[src/rtl/bsfla_pkg.sv]
`timescale 1ns / 1ps

package bsfla_pkg;

   // Pool geometry; 16 slots, so the slot fields are 4 bits wide
   localparam int SLOTS  = 16;
   localparam int SLOT_W = $clog2(SLOTS);

   localparam int CMD_W  = 2;
   localparam int LBA_W  = 32;
   localparam int TAG_W  = 32;
   localparam int STAT_W = 2;

   // Command codes
   localparam logic [CMD_W-1:0] CMD_ALLOC   = 2'd0;
   localparam logic [CMD_W-1:0] CMD_RELEASE = 2'd1;
   localparam logic [CMD_W-1:0] CMD_FIND    = 2'd2;

   // Status codes
   localparam logic [STAT_W-1:0] STATUS_OK         = 2'd0;
   localparam logic [STAT_W-1:0] STATUS_NO_FREE    = 2'd1;
   localparam logic [STAT_W-1:0] STATUS_NOT_FOUND  = 2'd2;
   localparam logic [STAT_W-1:0] STATUS_NOT_IN_USE = 2'd3;

   typedef logic [SLOT_W-1:0] slot_type;

endpackage

[src/rtl/buffer_slot_free_list_allocator.sv]
`timescale 1ns / 1ps

// Channel   Ports                                                                      Dir
// --------  -------------------------------------------------------------------------  ---
// request   req_valid/req_ready, req_cmd, req_start_lba, req_request_tag, req_slot_in  in
// response  rsp_valid/rsp_ready, rsp_slot_out, rsp_status                              out
//
// A request is taken in S_IDLE and executed from S_EXEC in the next: allocate and release finish
// in S_EXEC; find walks the slots one per cycle in S_SCAN through a single shared 32-bit tag
// comparator and stops at the first hit or after the last slot.
// Reset is synchronous and restores the free order slot 0 .. SLOTS-1.
// A finished result waits in place while the response register is still full, and state
// changes commit only together with the response. Command code 3 gets no response.

module buffer_slot_free_list_allocator (
   input  logic                            clock,
   input  logic                            reset,
   input  logic                            req_valid,
   output logic                            req_ready,
   input  logic [bsfla_pkg::CMD_W-1:0]     req_cmd,
   input  logic [bsfla_pkg::LBA_W-1:0]     req_start_lba,
   input  logic [bsfla_pkg::TAG_W-1:0]     req_request_tag,
   input  logic [bsfla_pkg::SLOT_W-1:0]    req_slot_in,
   output logic                            rsp_valid,
   input  logic                            rsp_ready,
   output logic [bsfla_pkg::SLOT_W-1:0]    rsp_slot_out,
   output logic [bsfla_pkg::STAT_W-1:0]    rsp_status
);
   import bsfla_pkg::*;

   // Sequencer states
   localparam logic [1:0] S_IDLE = 2'd0;
   localparam logic [1:0] S_EXEC = 2'd1;
   localparam logic [1:0] S_SCAN = 2'd2;

   localparam slot_type LAST_SLOT = SLOT_W'(SLOTS - 1);

   logic [1:0]        state_ff, state_in;
   logic [CMD_W-1:0]  cmd_ff;
   logic [LBA_W-1:0]  lba_ff;
   logic [TAG_W-1:0]  tag_ff;
   slot_type          slot_ff;
   slot_type          scan_idx_ff, scan_idx_in;

   // Free list
   slot_type          next_link_ff [SLOTS];
   slot_type          free_head_ff, free_head_in;
   slot_type          free_tail_ff, free_tail_in;
   logic              free_empty_ff, free_empty_in;
   logic [SLOTS-1:0]  in_use_ff, in_use_in;

   // Per-slot payload
   logic [LBA_W-1:0]  lba_store_ff [SLOTS];
   logic [TAG_W-1:0]  tag_store_ff [SLOTS];

   // Response register
   logic              rsp_valid_ff, rsp_valid_in;
   slot_type          rsp_slot_ff, rsp_slot_in;
   logic [STAT_W-1:0] rsp_status_ff, rsp_status_in;

   logic              accept;
   logic              out_free;
   logic              res_done;
   slot_type          res_slot;
   logic [STAT_W-1:0] res_status;
   logic              commit;
   logic              do_alloc;
   logic              do_release;
   logic              scan_hit;

   assign req_ready    = (state_ff == S_IDLE);
   assign accept       = req_valid && req_ready;
   assign rsp_valid    = rsp_valid_ff;
   assign rsp_slot_out = rsp_slot_ff;
   assign rsp_status   = rsp_status_ff;

   // The response register can take a new result when empty or draining now
   assign out_free = !rsp_valid_ff || rsp_ready;

   // Shared comparator: one slot's tag per cycle
   assign scan_hit = in_use_ff[scan_idx_ff] && (tag_store_ff[scan_idx_ff] == tag_ff);

   always_comb begin
      state_in    = state_ff;
      scan_idx_in = scan_idx_ff;
      res_done    = 1'b0;
      res_slot    = '0;
      res_status  = STATUS_OK;
      case (state_ff)
         S_IDLE: begin
            if (accept) begin
               state_in = S_EXEC;
            end
         end
         S_EXEC: begin
            case (cmd_ff)
               CMD_ALLOC: begin
                  res_done = 1'b1;
                  if (free_empty_ff) begin
                     res_status = STATUS_NO_FREE;
                  end else begin
                     res_slot = free_head_ff;
                  end
               end
               CMD_RELEASE: begin
                  res_done = 1'b1;
                  if (!in_use_ff[slot_ff]) begin
                     res_status = STATUS_NOT_IN_USE;
                  end
               end
               CMD_FIND: begin
                  state_in    = S_SCAN;
                  scan_idx_in = '0;
               end
               default: begin
                  // no-op: drop without a response
                  state_in = S_IDLE;
               end
            endcase
         end
         S_SCAN: begin
            if (scan_hit) begin
               res_done = 1'b1;
               res_slot = scan_idx_ff;
            end else if (scan_idx_ff == LAST_SLOT) begin
               res_done   = 1'b1;
               res_status = STATUS_NOT_FOUND;
            end else begin
               scan_idx_in = scan_idx_ff + 1'b1;
            end
         end
         default: begin
            state_in = S_IDLE;
         end
      endcase
      // hold a finished result until the response register frees up
      if (res_done && out_free) begin
         state_in = S_IDLE;
      end
   end

   assign commit     = res_done && out_free;
   assign do_alloc   = commit && (state_ff == S_EXEC) && (cmd_ff == CMD_ALLOC)
                       && !free_empty_ff;
   assign do_release = commit && (state_ff == S_EXEC) && (cmd_ff == CMD_RELEASE)
                       && in_use_ff[slot_ff];

   // Free-list bookkeeping
   always_comb begin
      free_head_in  = free_head_ff;
      free_tail_in  = free_tail_ff;
      free_empty_in = free_empty_ff;
      in_use_in     = in_use_ff;
      if (do_alloc) begin
         in_use_in[free_head_ff] = 1'b1;
         if (free_head_ff == free_tail_ff) begin
            free_empty_in = 1'b1;
         end else begin
            free_head_in = next_link_ff[free_head_ff];
         end
      end
      if (do_release) begin
         in_use_in[slot_ff] = 1'b0;
         free_tail_in       = slot_ff;
         if (free_empty_ff) begin
            free_head_in  = slot_ff;
            free_empty_in = 1'b0;
         end
      end
   end

   // Response register: load on commit, drop once taken
   always_comb begin
      rsp_valid_in  = rsp_valid_ff;
      rsp_slot_in   = rsp_slot_ff;
      rsp_status_in = rsp_status_ff;
      if (rsp_valid_ff && rsp_ready) begin
         rsp_valid_in = 1'b0;
      end
      if (commit) begin
         rsp_valid_in  = 1'b1;
         rsp_slot_in   = res_slot;
         rsp_status_in = res_status;
      end
   end

   always_ff @(posedge clock) begin
      if (reset) begin
         state_ff      <= S_IDLE;
         rsp_valid_ff  <= 1'b0;
         free_head_ff  <= '0;
         free_tail_ff  <= LAST_SLOT;
         free_empty_ff <= 1'b0;
         in_use_ff     <= '0;
      end else begin
         state_ff      <= state_in;
         rsp_valid_ff  <= rsp_valid_in;
         free_head_ff  <= free_head_in;
         free_tail_ff  <= free_tail_in;
         free_empty_ff <= free_empty_in;
         in_use_ff     <= in_use_in;
      end
   end

   // Successor links: reset to the ascending order, last slot wraps to zero
   always_ff @(posedge clock) begin
      if (reset) begin
         for (int i = 0; i < SLOTS; i++) begin
            next_link_ff[i] <= (i == SLOTS - 1) ? '0 : SLOT_W'(i + 1);
         end
      end else if (do_release && !free_empty_ff) begin
         next_link_ff[free_tail_ff] <= slot_ff;
      end
   end

   // Payload registers, no reset
   always_ff @(posedge clock) begin
      scan_idx_ff   <= scan_idx_in;
      rsp_slot_ff   <= rsp_slot_in;
      rsp_status_ff <= rsp_status_in;
      if (accept) begin
         cmd_ff  <= req_cmd;
         lba_ff  <= req_start_lba;
         tag_ff  <= req_request_tag;
         slot_ff <= req_slot_in;
      end
   end

   // Slot payload stores, written on allocate
   always_ff @(posedge clock) begin
      if (do_alloc) begin
         lba_store_ff[free_head_ff] <= lba_ff;
         tag_store_ff[free_head_ff] <= tag_ff;
      end
   end

endmodule
[config.mk]
export PLATFORM = sky130hd
export DESIGN_NAME = buffer_slot_free_list_allocator
export DESIGN_NICKNAME = d
export VERILOG_FILES = /design/src/rtl/bsfla_pkg.sv /design/src/rtl/buffer_slot_free_list_allocator.sv
export SDC_FILE = /design/constraint.sdc
export NUM_CORES = 1
export LEC_CHECK = 0
export BUFFER_PORTS_ARGS = -buffer_cell sky130_fd_sc_hd__buf_4
export CORE_MARGIN = 2
export CORE_UTILIZATION = 45
export DETAILED_ROUTE_END_ITERATION = 10
export GPL_ROUTABILITY_DRIVEN = 0
export SLEW_MARGIN = 20
export SYNTH_ARGS = -nofsm -noshare
export SYNTH_HDL_FRONTEND = slang
export SYNTH_SLANG_ARGS = --single-unit
[constraint.sdc]
create_clock -name clock -period 11.6 [get_ports clock]
set_clock_uncertainty 0.15 [all_clocks]
set_input_delay 2.32 -clock clock [delete_from_list [all_inputs] [get_ports clock]]
set_output_delay 2.32 -clock clock [all_outputs]
set_load 0.01 [all_outputs]
==> out/results.tsv <==
stage	metric	value	unit
run_status	outcome	complete, no violations	
yosys	synth.avg_cell_area	17.6	um2
min_path	min_path_cells	2	
power_and_ir_drop	p_sw	1.29	mW
yosys	async_reset_ff_share	0	%
worst_setup_path	cp_max_fo	50	
global_routing	antenna_found_initial	0	
sta	setup_viol	0	
sta	slew_viol_final	0	
yosys	synthesis.nets	1605	
sta	fmax	0.175	GHz
yosys	synth_warnings	0	
worst_setup_path	cp_top_family	simple AND/OR/NAND/NOR gates	
layout	area_growth	13.2	%
routing	vias	14300	
layout	fin_util	51.5	%
worst_setup_path	path_buf_inv	1	
yosys	synth-seq-area-share	72.3	%
die	dieArea	0.0615	mm2
placed_design	dp_hpwl	36.8	mm
clock_network	cts_setup_buffers	0	
yosys	synth_top_flop_cell	edfxtp_1	
layout	multiInputGateArea	0.00707	mm2
worst_setup_path	cpMostUsedCell	mux4_2	
worst_setup_path	critical-path-max-stage-delay	0.92	ns
power_and_ir_drop	p_int	4.13	mW
placed_design	port_buffers	49	
die	initial_core_util	45.5	%
power_and_ir_drop	power_density	179	mW/mm2
yosys	synth_seq_cells	656	
routing	avgRoutedWirePerCell	26.6	um
worst_setup_path	critPathSlowestCell	dfxtp_4	
sta	period_needed	5.72	ns
clock_network	htreeDepth	3	
yosys	netlist_area	0.0268	mm2
layout	layout_commonest_cell	edfxtp_1	
worst_setup_path	crit_path_cell_trace	buf_4, mux4_2, mux4_2, xor2_1, nor4_1, nand4_1, or4_1, nor4_2, o32ai_1	
sta	rsz0062_at_grt	no	
worst_setup_path	cp.depth	9	
min_path	min_from	in_use_ff[7]$_SDFF_PP0_	
sta	worst_slew_pin_slew	0.931	ns
sta	finalSetupTns	0	ns
layout	final_net_count	1683	
routing	final_antenna_net_count	0	
layout	n_antenna_cell	0	
die	die_y	248	um
sta	period_share	49.3	%
yosys	synth_cell_types	64	
power_and_ir_drop	p_leak	9.81	nW
power_and_ir_drop	share_seq_of_total_power	51.4	%
power_and_ir_drop	max-vdd-ir-drop	0.116	mV
sta	hold_viol_final	0	
min_path	whs_endpoint	in_use_ff[7]$_SDFF_PP0_	
min_path	min_path_type	reg2reg	
clock_network	clk_latency	0.61	ns
worst_setup_path	reg2reg_depth	9	
worst_setup_path	crit_required	11.77	ns
worst_setup_path	worstSetupEndpointType	flop	
power_and_ir_drop	clock_power_share	39.7	%
layout	n_fill_cell	4753	
run	drv_cap	0	
global_routing	grt_pass1_wl	95.1	mm
worst_setup_path	setup.worst_path.class	reg2reg	
routing	first_pass_iters	5	
worst_setup_path	r2r-end	rsp_status[1]$_DFFE_PP_	
layout	drive_gt1_share	19.7	%
routing	drcViolationCount	0	
clock_network	cts_buffer_depth	3	
die	core-area	0.0589	mm2
clock_network	cts.sinks	656	
worst_setup_path	cp.arrival	5.89	ns
layout	seq_area	0.0194	mm2
clock_network	cts.clk_slew.worst_paths	0.06	ns
global_routing	grt_pass1_vias	14400	
layout	most-common-layout-cells	edfxtp_1 (624), mux2i_1 (137), mux4_2 (108)	
worst_setup_path	cp-start-kind	flop	
clock_network	cts_tree	built	
global_routing	grt-ovfl-total	0	
yosys	synth_cells	1527	
worst_setup_path	ff2ff_setup_slack	5.88	ns
global_routing	grt_max_degree	51	
routing	via_per_inst	5.87	
clock_network	numCtsBuffers	71	
routing	drtIter0Drc	1521	
clock_network	cts_hold_buf	0	
global_routing	gr-usage-all-layers	21.5	%
routing	drt_wl_total	64.8	mm
yosys	synth-edff-count	624	
sta	slew_headroom	37.9	%
power_and_ir_drop	combPwrFrac	9.0	%
die	rows	89	
clock_network	cts_resized	0	
clock_network	cts_root_buf	clkbuf_16	
die	ioPinCount	82	
die	die_w	248	um
power_and_ir_drop	p_sw_share	23.7	%
## flip-flops by register name (all words and copies together), names as in the netlist, 4 cells and up, named ones only
name / count
rsp_slot_out: 4
free_head_ff: 4
in_use_ff: 16
tag_store_ff: 512
next_link_ff: 64
slot_ff: 4
free_tail_ff: 4
tag_ff: 32
scan_idx_ff: 4
## worst reg2reg max path, delay by kind of cell, from the launching register on
family	cells	cell delay [ns]
and+or+nand+nor	4	2.22
buffers and inverters	1	0.67
muxes	2	1.08
AOI/OAI and AO/OA	1	0.18
DFF	1	0.92
xor gates and xnor gates	1	0.24
## power groups by stage
stage	logic [mW]	clock network, mW	registers, mW
2_1_floorplan	0.377	0	2.76
3_3_place_gp	0.486	0	2.83
3_5_place_dp	0.488	0	2.84
4_1_cts	0.490	2.19	2.79
5_1_grt	0.523	2.29	2.80
6_report	0.485	2.15	2.78
## logic make-up (layout without fill, tap and decap cells)
kind of cell / count (synthesis) / count (layout) / share of synthesized area [%]
buf+inv: 97 / 232 / 1.74
fa+ha+maj: 4 / 4 / 0.187
mux: 255 / 255 / 14.6
flops: 656 / 656 / 72.3
xor+xnor: 29 / 29 / 0.948
simple gates: 330 / 330 / 5.96
compound gates: 156 / 156 / 4.24
## layer usage
metal	vias up	global-route usage [%]	part of all wire, %
li1	6291	-	-
met1	7420	30.5	44
met2	461	34.1	48
met3	113	3.70	5.8
met4	0	6.59	2.8
met5	-	0	0
## worst max-delay path by stage
| stage | startpoint | to | slack, ns |
|---|---|---|---|
| after floorplan | rsp_ready | tag_store_ff[12][0]$_DFFE_PP_ | 5.79 |
| after detailed placement | flop | rsp_status[1]$_DFFE_PP_ | 5.75 |
| after global routing | flop | rsp_status[1]$_DFFE_PP_ | 5.59 |
| after CTS | flop | rsp_status[1]$_DFFE_PP_ | 5.77 |
| final | flop | rsp_status[1]$_DFFE_PP_ | 5.88 |
| after global placement | flop | rsp_status[1]$_DFFE_PP_ | 5.74 |
## cells in the mapped netlist, types with 3 or more instances
cell type | instances | share of area (%)
buf_1 | 7 | 0.098
a22oi_1 | 30 | 0.84
nand2b_1 | 13 | 0.30
nand2_1 | 92 | 1.3
xnor2_1 | 9 | 0.29
nor4_1 | 7 | 0.16
buf_4 | 11 | 0.31
buf_6 | 4 | 0.17
nand4_1 | 10 | 0.23
edfxtp_1 | 624 | 70
nand3_1 | 25 | 0.47
or2_2 | 3 | 0.070
inv_1 | 15 | 0.21
nor2_1 | 98 | 1.4
nand3b_1 | 6 | 0.17
a31oi_1 | 5 | 0.12
or3_1 | 11 | 0.26
o211ai_1 | 7 | 0.20
and3_1 | 9 | 0.21
nor2b_1 | 17 | 0.40
mux2_2 | 10 | 0.42
a2111oi_0 | 4 | 0.13
mux2i_1 | 137 | 5.1
a211oi_1 | 20 | 0.56
o2111ai_1 | 6 | 0.20
a311oi_1 | 6 | 0.20
a21oi_1 | 15 | 0.28
a22o_1 | 14 | 0.46
nor3_1 | 15 | 0.28
dfxtp_1 | 32 | 2.4
clkbuf_1 | 33 | 0.46
a221oi_1 | 7 | 0.23
o21ai_0 | 24 | 0.45
xor2_1 | 20 | 0.65
a211o_1 | 3 | 0.098
ha_1 | 4 | 0.19
buf_2 | 23 | 0.43
or4_1 | 4 | 0.11
and2_1 | 8 | 0.19
mux4_2 | 108 | 9.1
## cell type report
cell class | count | area share (%)
Inverter | 17 | 0.210
Clock inverter | 32 | 0.780
Tap cell | 773 | 3.19
Multi-Input combinational cell | 774 | 23.3
Clock buffer | 98 | 6.47
Timing Repair Buffer | 85 | 2.10
Sequential cell | 656 | 63.9
## per-stage QoR
stage | setup slack (ns) | instance area, um2 | std cells | hold WS, ns | total power, mW
floorplan | 5.79 | 26800 | 1527 | 0.333 | 3.14
finish | 5.88 | 30300 | 2435 | 0.362 | 5.42
global route | 5.59 | 30300 | 2435 | 0.388 | 5.61
detailed placement | 5.75 | 28100 | 2305 | 0.355 | 3.32
CTS | 5.77 | 30300 | 2435 | 0.365 | 5.46
global placement | 5.74 | 28100 | 2305 | 0.348 | 3.32
No activity file was read; power rests on OpenSTA's default activity.
